[src/hw/rtl/sat_ram.sv]
// Generic single-port-write, single-port-read RAM with a registered read.
// Read data holds while no read is issued. No dependencies.
module sat_ram #(
  parameter int WIDTH = 8,
  parameter int DEPTH = 16
) (
  input  logic                     clk,
  input  logic                     we,
  input  logic [$clog2(DEPTH)-1:0] waddr,
  input  logic [WIDTH-1:0]         wdata,
  input  logic                     re,
  input  logic [$clog2(DEPTH)-1:0] raddr,
  output logic [WIDTH-1:0]         rdata
);

  logic [WIDTH-1:0] mem [DEPTH];

  always_ff @(posedge clk) begin
    if (we) begin
      mem[waddr] <= wdata;
    end
    if (re) begin
      rdata <= mem[raddr];
    end
  end

endmodule

[config.mk]
export PLATFORM = sky130hd
export DESIGN_NAME = sat_ram
export DESIGN_NICKNAME = d
export VERILOG_FILES = /design/src/hw/rtl/sat_ram.sv
export SDC_FILE = /design/constraint.sdc
export NUM_CORES = 1
export LEC_CHECK = 0
export BUFFER_PORTS_ARGS = -buffer_cell sky130_fd_sc_hd__buf_2
export CELL_PAD_IN_SITES_DETAIL_PLACEMENT = 2
export CELL_PAD_IN_SITES_GLOBAL_PLACEMENT = 2
export CORE_MARGIN = 2
export CORE_UTILIZATION = 30
export CTS_CLUSTER_DIAMETER = 30
export DETAILED_ROUTE_END_ITERATION = 6
export PLACE_DENSITY = 0.61
export SLEW_MARGIN = 5
export SYNTH_ARGS = -nofsm -noshare
export SYNTH_HDL_FRONTEND = slang
export SYNTH_SLANG_ARGS = --single-unit
[constraint.sdc]
create_clock -name clk -period 3.6 [get_ports clk]
set_input_delay 0.72 -clock clk [delete_from_list [all_inputs] [get_ports clk]]
set_output_delay 0.72 -clock clk [all_outputs]
set_load 0.03 [all_outputs]
==> results.toml <==
[setup_path]
worstSetupStartpointType = "primary input"
timing_worst_setup_path_type = "in -> reg"
critPathRequiredTime_ns = 3.76
worst-endpoint-arrival_ns = 2.32
crit_path_max_fanout = 21
timing.critical_path.to_type = "flop"

[timing]
post-route-period-util = 0.603
finalSetupViolations = 0
rsz_0062_raised_after_global_routing = "false"
timing.clock.skew_ns = 0.00504
setup-tns-final_ns = 0
max-slew-margin-rel = 0.301
hold_viol_final = 0
final.setup.worst_slack_ns = 1.43
final_period_minus_worst_setup_slack_ns = 2.17
worst_margin_slew_ns = 1.05
timing.fmax_mhz = 461
final_max_slew_viol_count = 0

[grt]
grt_pass1_vias = 2766
grt_first_pass_wirelength_mm = 18.6
gr-total-overflow = 0
grt_antenna_before_repair = 0
grt_start_max_net_pins = 22
track_usage = 0.149

[floorplanning]
row_count = 48
start_util = 0.304
die_width_um = 136
floorplan.core_area_sq_um = 17200
die_area_sq_um = 18500
die-height_um = 136
top_level_ports = 27

[flow_run]
cap_viol_max_count = 0

[cts]
tritoncts = "yes"
total_clock_buffers_created_by_cts = 17
tritoncts_num_sinks = 136
clock_insertion_delay_worst_skew_ns = 0.42
cts_hold_repair.buffers = 0
clock_tree.buffer_depth = 2
cts_post_setup_buffers_inserted = 0
ctsHtreeMaxLevel = 4
clkSlewWorstSetupHoldPaths_ns = 0.06
clock_tree.root_cell = "sky130_fd_sc_hd__clkbuf_16"
post_cts_resized = 0

[placement]
post_dp_cell_area_sq_um = 5630
place.port_buffers = 26
post-place-cells = 478
gp_routability_congestion = 0.709
post_place_setup_slack_ns = 0.967
dp_hpwl_mm = 8.16

[detailed_routing]
totalWireLength_mm = 12.6
routed_wire_length_per_instance_um = 24.6
drt_first_iter_violations = 163
routed_via_density = 4.84
drc = 0
ant_nets = 0
num_vias = 2468
detail_route.first_pass.iterations = 4

[synthesis]
syn-cell-area_sq_um = 5230
syn_nets = 248
flip_flop_and_latch_count_after_synthesis = 136
synth.top_cell.area_share = 0.781
synth.yosys.warnings = 0
ys_types = 18
ys_seq_area_frac = 0.781
yosys-top-cells-area = "sky130_fd_sc_hd__edfxtp_1 78%, sky130_fd_sc_hd__mux4_2 7.8%, sky130_fd_sc_hd__mux4_1 7.0%"
synth_area_leader_cell = "sky130_fd_sc_hd__edfxtp_1"
netlist_instances = 229
postSynthAreaPerCell_sq_um = 22.8

[power]
power.density_nw_per_um2 = 599
peakVddDrop_v = 0.000309
cellLeakagePower_uw = 0.00203
post-layout-total-power_uw = 3730

[cells_and_area]
instances_no_fill = 510
areaGrowthSynthToFinish_pct = 19.2
drive_above_1_share = 0.295
num_antenna_cells = 0
finalInstanceArea_sq_um = 6230
finish.net_count = 291

[outcome]
run_status = "completed"

[hold_path]
worstHoldPathType = "in -> reg"
-- routing by layer --
layer / part of all wire / up-vias / wire [um] / GRT usage
met1: 0.44 / 1338 / 5580 / 0.189
met3: 0.033 / 17 / 415 / 0.0347
met5: 0 / - / 0 / 0
li1: - / 1068 / - / -
met2: 0.50 / 45 / 6320 / 0.242
met4: 0.020 / 0 / 255 / 0.0712
-- cells in the final DEF, fill, tap and decap left out --
cell type	instances
sky130_fd_sc_hd__nand3_1	1
sky130_fd_sc_hd__nor3_1	4
sky130_fd_sc_hd__clkinv_4	3
sky130_fd_sc_hd__clkinvlp_4	6
sky130_fd_sc_hd__buf_12	1
sky130_fd_sc_hd__clkbuf_16	17
sky130_fd_sc_hd__or3b_2	1
sky130_fd_sc_hd__a22oi_1	16
sky130_fd_sc_hd__nand2_1	9
sky130_fd_sc_hd__nor2_1	13
sky130_fd_sc_hd__clkinv_2	1
sky130_fd_sc_hd__nand2b_1	2
sky130_fd_sc_hd__buf_2	26
sky130_fd_sc_hd__mux4_2	18
sky130_fd_sc_hd__buf_4	7
sky130_fd_sc_hd__and2_1	1
sky130_fd_sc_hd__nor2b_1	1
sky130_fd_sc_hd__mux4_1	14
sky130_fd_sc_hd__nand3b_1	2
sky130_fd_sc_hd__inv_6	1
sky130_fd_sc_hd__clkinv_1	1
sky130_fd_sc_hd__edfxtp_1	136
sky130_fd_sc_hd__and2b_1	1
sky130_fd_sc_hd__bufinv_16	3
-- report_power, final --
group	switching, uW	total, uW	internal [uW]
clock network	669	1760	1090
logic	115	180	65.4
registers	11.5	1800	1780
total	795	3730	2940
-- worst paths after layout --
path	start	endpoint	slack [ns]	cells after the start
worst min register to register	mem[7][3]$_DFFE_PP_	rdata[3]$_DFFE_PP_	0.74	3
worst max register to register	mem[13][6]$_DFFE_PP_	rdata[6]$_DFFE_PP_	2.08	3
worst max-delay path	raddr[0]	rdata[6]$_DFFE_PP_	1.43	5
worst min-delay path	re	rdata[7]$_DFFE_PP_	0.68	1
-- synthesized netlist by cell type --
| cell type | count |
|---|---|
| sky130_fd_sc_hd__clkdlybuf4s25_2 | 3 |
| sky130_fd_sc_hd__a22oi_1 | 16 |
| sky130_fd_sc_hd__nor2_1 | 13 |
| sky130_fd_sc_hd__nand2_1 | 9 |
| sky130_fd_sc_hd__or3b_2 | 1 |
| sky130_fd_sc_hd__buf_2 | 3 |
| sky130_fd_sc_hd__mux4_2 | 18 |
| sky130_fd_sc_hd__buf_4 | 1 |
| sky130_fd_sc_hd__nand3_1 | 1 |
| sky130_fd_sc_hd__nor3_1 | 4 |
| sky130_fd_sc_hd__nor2b_1 | 1 |
| sky130_fd_sc_hd__buf_6 | 3 |
| sky130_fd_sc_hd__edfxtp_1 | 136 |
| sky130_fd_sc_hd__nand2b_1 | 2 |
| sky130_fd_sc_hd__nand3b_1 | 2 |
| sky130_fd_sc_hd__and2b_1 | 1 |
| sky130_fd_sc_hd__mux4_1 | 14 |
| sky130_fd_sc_hd__and2_1 | 1 |
-- cell type report --
type / instances / area, sq um
clock inverters: 15 / 179
multi-input cells: 83 / 1060
well taps: 225 / 282
clock buffers: 17 / 425
flip-flops and latches: 136 / 4080
repair buffers: 34 / 203
fillers: 1667 / 10900
-- state kept, by name (all words and copies together) (netlist names) --
register	count
mem	128
rdata	8
-- logic make-up (layout without fill, tap and decap cells) --
group	Yosys count	after routing	share of synthesized area
AO/OA/AOI/OAI	16	16	0.0230
multiplexers	32	32	0.148
flip-flops	136	136	0.781
buffers and inverters	10	66	0.0165
AND/OR/NAND/NOR	35	35	0.0314
-- metrics by stage --
stage	hold slack (ns)	util
after global routing	0.663	0.363
final	0.675	0.363
after global placement	0.738	0.328
after CTS	0.661	0.363
after detailed placement	0.735	0.328
after floorplan	0.705	-
-- worst max-delay path: stages --
cell	delay, ns
sky130_fd_sc_hd__buf_2	0.37
sky130_fd_sc_hd__buf_12	0.27
sky130_fd_sc_hd__mux4_2	0.55
sky130_fd_sc_hd__a22oi_1	0.29
sky130_fd_sc_hd__nand2_1	0.10
Note: power is estimated with default switching activity, not from simulation.
