## src/hw/rtl/sat_pkg.sv

```systemverilog
// Package for the set-associative tag table: sizes, operation and status
// codes, the request/response item structs and the memory row layout.
// No dependencies.
package sat_pkg;

  // NUM_SETS must be a power of two; the set index wraps by dropping high bits.
  localparam int NUM_SETS = 256;
  localparam int NUM_WAYS = 4;
  localparam int TAG_BITS = 24;

  localparam int SET_BITS = (NUM_SETS > 1) ? $clog2(NUM_SETS) : 1;
  localparam int WAY_BITS = (NUM_WAYS > 1) ? $clog2(NUM_WAYS) : 1;

  localparam logic [1:0] FUNC_LOOKUP = 2'd0;
  localparam logic [1:0] FUNC_INV    = 2'd1;
  localparam logic [1:0] FUNC_FILL   = 2'd2;

  localparam logic [1:0] ST_OK       = 2'd0;
  localparam logic [1:0] ST_MISS     = 2'd1;
  localparam logic [1:0] ST_FULL     = 2'd2;
  localparam logic [1:0] ST_NOTFOUND = 2'd3;

  typedef struct packed {
    logic [1:0]  func;
    logic [7:0]  set_index;
    logic [23:0] addr;
  } req_t;

  typedef struct packed {
    logic [1:0] status;
    logic [1:0] way;
  } rsp_t;

  // One memory row holds a whole set: valid bits and tags of all ways.
  typedef struct packed {
    logic [NUM_WAYS-1:0]               valid;
    logic [NUM_WAYS-1:0][TAG_BITS-1:0] tag;
  } row_t;

  // Outcome of scanning one set for a tag and for a free way.
  typedef struct packed {
    logic                hit;
    logic [WAY_BITS-1:0] hit_way;
    logic                free;
    logic [WAY_BITS-1:0] free_way;
  } match_t;

endpackage

```

## src/hw/rtl/sat_way_match.sv

```systemverilog
// Parallel way compare for one set row: lowest valid way holding the tag
// and lowest invalid way. Depends on sat_pkg.
module sat_way_match
  import sat_pkg::*;
(
  input  row_t                row,
  input  logic [TAG_BITS-1:0] tag,
  output match_t              result
);

  always_comb begin
    result = '0;
    // Walk down so the lowest qualifying way wins.
    for (int w = NUM_WAYS - 1; w >= 0; w--) begin
      if (row.valid[w] && row.tag[w] == tag) begin
        result.hit     = 1'b1;
        result.hit_way = WAY_BITS'(w);
      end
      if (!row.valid[w]) begin
        result.free     = 1'b1;
        result.free_way = WAY_BITS'(w);
      end
    end
  end

endmodule

```

## config.mk

```make
export PLATFORM = sky130hd
export DESIGN_NAME = sat_way_match
export DESIGN_NICKNAME = d
export VERILOG_FILES = /design/src/hw/rtl/sat_pkg.sv /design/src/hw/rtl/sat_way_match.sv
export SDC_FILE = /design/constraint.sdc
export NUM_CORES = 1
export LEC_CHECK = 0
export BUFFER_PORTS_ARGS = -buffer_cell sky130_fd_sc_hd__buf_4
export CORE_MARGIN = 3
export CORE_UTILIZATION = 33
export DETAILED_ROUTE_END_ITERATION = 6
export PLACE_DENSITY = 0.9
export SLEW_MARGIN = 20
export SYNTH_ARGS = -nofsm -noshare
export SYNTH_HDL_FRONTEND = slang
export SYNTH_SLANG_ARGS = --single-unit
```

## constraint.sdc

```tcl
create_clock -name vclk -period 1.34
set_input_delay 0 -clock vclk [all_inputs]
set_output_delay 0 -clock vclk [all_outputs]
set_load 0.02 [all_outputs]
```

==> metrics.log <==
INFO  metric status = finished with violations
INFO  metric violations = negative setup slack
INFO  metric syn_area = approximately 1200 sq um
INFO  metric num-fill-cells = 246
INFO  metric critical_path.endpoint_type = output port
INFO  metric design_power_total = 0.8866 mW
INFO  metric placement.cell_area = 2426 sq um
INFO  metric yosys_warnings = 0
INFO  metric overall_track_demand_over_capacity_in_global_routing = 25.77%
INFO  metric drt_pass1_iterations = 4
INFO  metric synth-seq-area-share = 0%
INFO  metric dieArea = around 4400 sq um
INFO  metric std_cell_rows = 21
INFO  metric min_period = 1.573 ns
INFO  metric wl_per_cell = 16.42 um
INFO  metric crit_path_max_incr_delay = 0.53 ns
INFO  metric cp_slowest_cell = or4_4
INFO  metric maxClockFrequency = roughly 0.64 GHz
INFO  metric setup.worst_path.start = row[55]
INFO  metric drtAntennaViolNets = 0
INFO  metric synth.distinct_cells = 19
INFO  metric layout_utilization = 81.17%
INFO  metric dpl.cell_count = 351
INFO  metric initial_utilization = 34.84%
INFO  metric synth_most_common_cell = xnor2_1
INFO  metric syn-instance-count = 151
INFO  metric power.density = 319.8 nW/um^2
INFO  metric total_wire_length_after_detailed_routing = 5781 um
INFO  metric timing.final.setup_violations = 3
INFO  metric coreArea = roughly 3400 sq um
INFO  metric dieWidth = between 60 and 70 um
INFO  metric drive_gt1_share = roughly two thirds
INFO  metric io-pin-count = 130
INFO  metric hpwl = 4923 um
INFO  metric register_area = 0 sq um
INFO  metric dr_vias_cell = 4.889
INFO  metric routed-via-count = between 1500 and 2000
INFO  metric io_buffers = 130
INFO  metric yosys.area.top_type_share = a little over half
INFO  metric critical-path-top-delay-family = simple AND/OR/NAND/NOR gates
INFO  metric flops_and_latches = 0
INFO  metric p_leak = 1.268 nW
INFO  metric 1st_iter_drt_viols = 28
INFO  metric grt_start_max_net_pins = 5
INFO  metric clock_buffer_count = 0
INFO  metric vdd.ir_drop.worst = about 0.00021 V
INFO  metric setup_ws = -0.2333 ns
INFO  metric critical_path_class = input port to output port
INFO  metric syn-mean-instance-area = just under 8 sq um
INFO  metric antenna_found_initial = 0
INFO  metric place_worst_setup_slack = -0.3580 ns
INFO  metric period_utilization = 117.4%
INFO  metric final_max_slew_viol_count = 0
INFO  metric min-delay-path-class = input port to output port
INFO  metric synth_nets = 275
INFO  metric max_cap_viol_count = 0
INFO  metric final_cell_area = approximately 2800 sq um
INFO  metric timing_worst_slew_pin_value = between 0.4 and 0.5 ns
INFO  metric grt_pass1_vias = 1889
INFO  metric report.final.hold_viol_count = 0
INFO  metric worst_ep_required_time = 1.34 ns
INFO  metric grt_setup_unrepaired = true
INFO  metric antenna_cells = 0
INFO  metric globalRoute.totalOverflow = 0
INFO  metric post_layout_instance_count_excluding_filler_cells = 352
INFO  metric yosys-top-cells-area = xnor2_1 (53%), xor2_1 (16%), nand4_1 (10%), nor4_1 (3.7%), xnor2_2 (2.7%)
INFO  metric critical_path_buf_inv_count = 2
INFO  metric worstPathMaxFanout = 2
INFO  metric timing.critical_path.from_type = input port
INFO  metric layout_stage_area_growth_over_the_synthesis_result = 133.0%
INFO  metric synth.cells.most_frequent = xnor2_1 (72), xor2_1 (22), nand4_1 (19), nand2_1 (7), nor4_1 (7)
INFO  metric nets = between 400 and 500
INFO  metric grt_first_pass_wirelength = 8611 um
INFO  metric hold_path_startpoint = row[99]
INFO  metric gp_routability_congestion = 0.8331
INFO  metric die_h = 66.05 um
INFO  metric drcViolationCount = 0
INFO  metric maxSlewHeadroom = 70.06%
INFO  metric crit_chain = buf_4 -> xnor2_2 -> nand4_1 -> or4_4 -> or2_4 -> a221oi_4 -> buf_6
INFO  metric synth_largest_area_cell = xnor2_1
INFO  metric worst_ep_arrival_time = between 1.5 and 2 ns
INFO  metric hold_buffers = 0
-- placed cells by master (no fill, tap or decap), drive strengths merged --
cell    synthesis  final
buf             5    161
or2             1      1
nand2b          1      1
xor2           22     22
xnor2          74     74
a21boi          1      1
nand3           3      3
nand2           7      7
nand4          19     19
or4             1      1
and4            1      1
a221oi          1      1
o211ai          1      1
nor4            7      7
nor3            4      4
a21oi           2      2
-- timing repair --
| item | CTS | global route |
|---|---|---|
| pin swaps | 26 | 6 |
| gates resized for setup | 54 | 6 |
| endpoints found under the setup margin | 3 | 3 |
| buffers inserted | 2 | 0 |
-- worst min-delay path: stages --
cell,delay (ns)
buf_4,0.11
a21oi_1,0.06
buf_4,0.15
-- kinds of logic (layout without fill, tap and decap cells) --
group / Yosys count / in the layout / share of synthesized area [%]
simple gates: 44 / 44 / 21.24
xor+xnor: 96 / 96 / 71.92
buf+inv: 6 / 161 / 3.469
compound gates: 5 / 5 / 3.365
-- cell type report --
cell class	instances	area, sq um	area share [%]
timing repair buffer	161	1295	46.71
multi-input combinational	145	1420	51.22
tap	46	57.56	2.076
-- power by group --
group	switching, mW	internal, mW
Clock	0	0
Combinational	0.333	0.554
Sequential	0	0
-- path summary, 6_finish.rpt --
kind,end,slack (ns),cells past startpoint
worst max-delay path,result[4],-0.23,7
worst min-delay path,result[1],0.32,3
-- routing by layer --
layer	track usage [%]	vias up	routed length (um)
li1	-	830	-
met1	25.61	802	1954
met2	54.69	79	3302
met3	4.422	10	449
met4	4.061	0	75
met5	0	-	0
-- through the flow --
stage | setup TNS (ns) | hold WS [ns]
floorplan | -0.1469 | 0.1237
global placement | -0.7126 | 0.3014
detailed placement | -0.7385 | 0.3109
CTS | -0.4296 | 0.3117
global route | -0.5693 | 0.3242
finish | -0.3256 | 0.3193
Power figures use the tool's default switching activity.
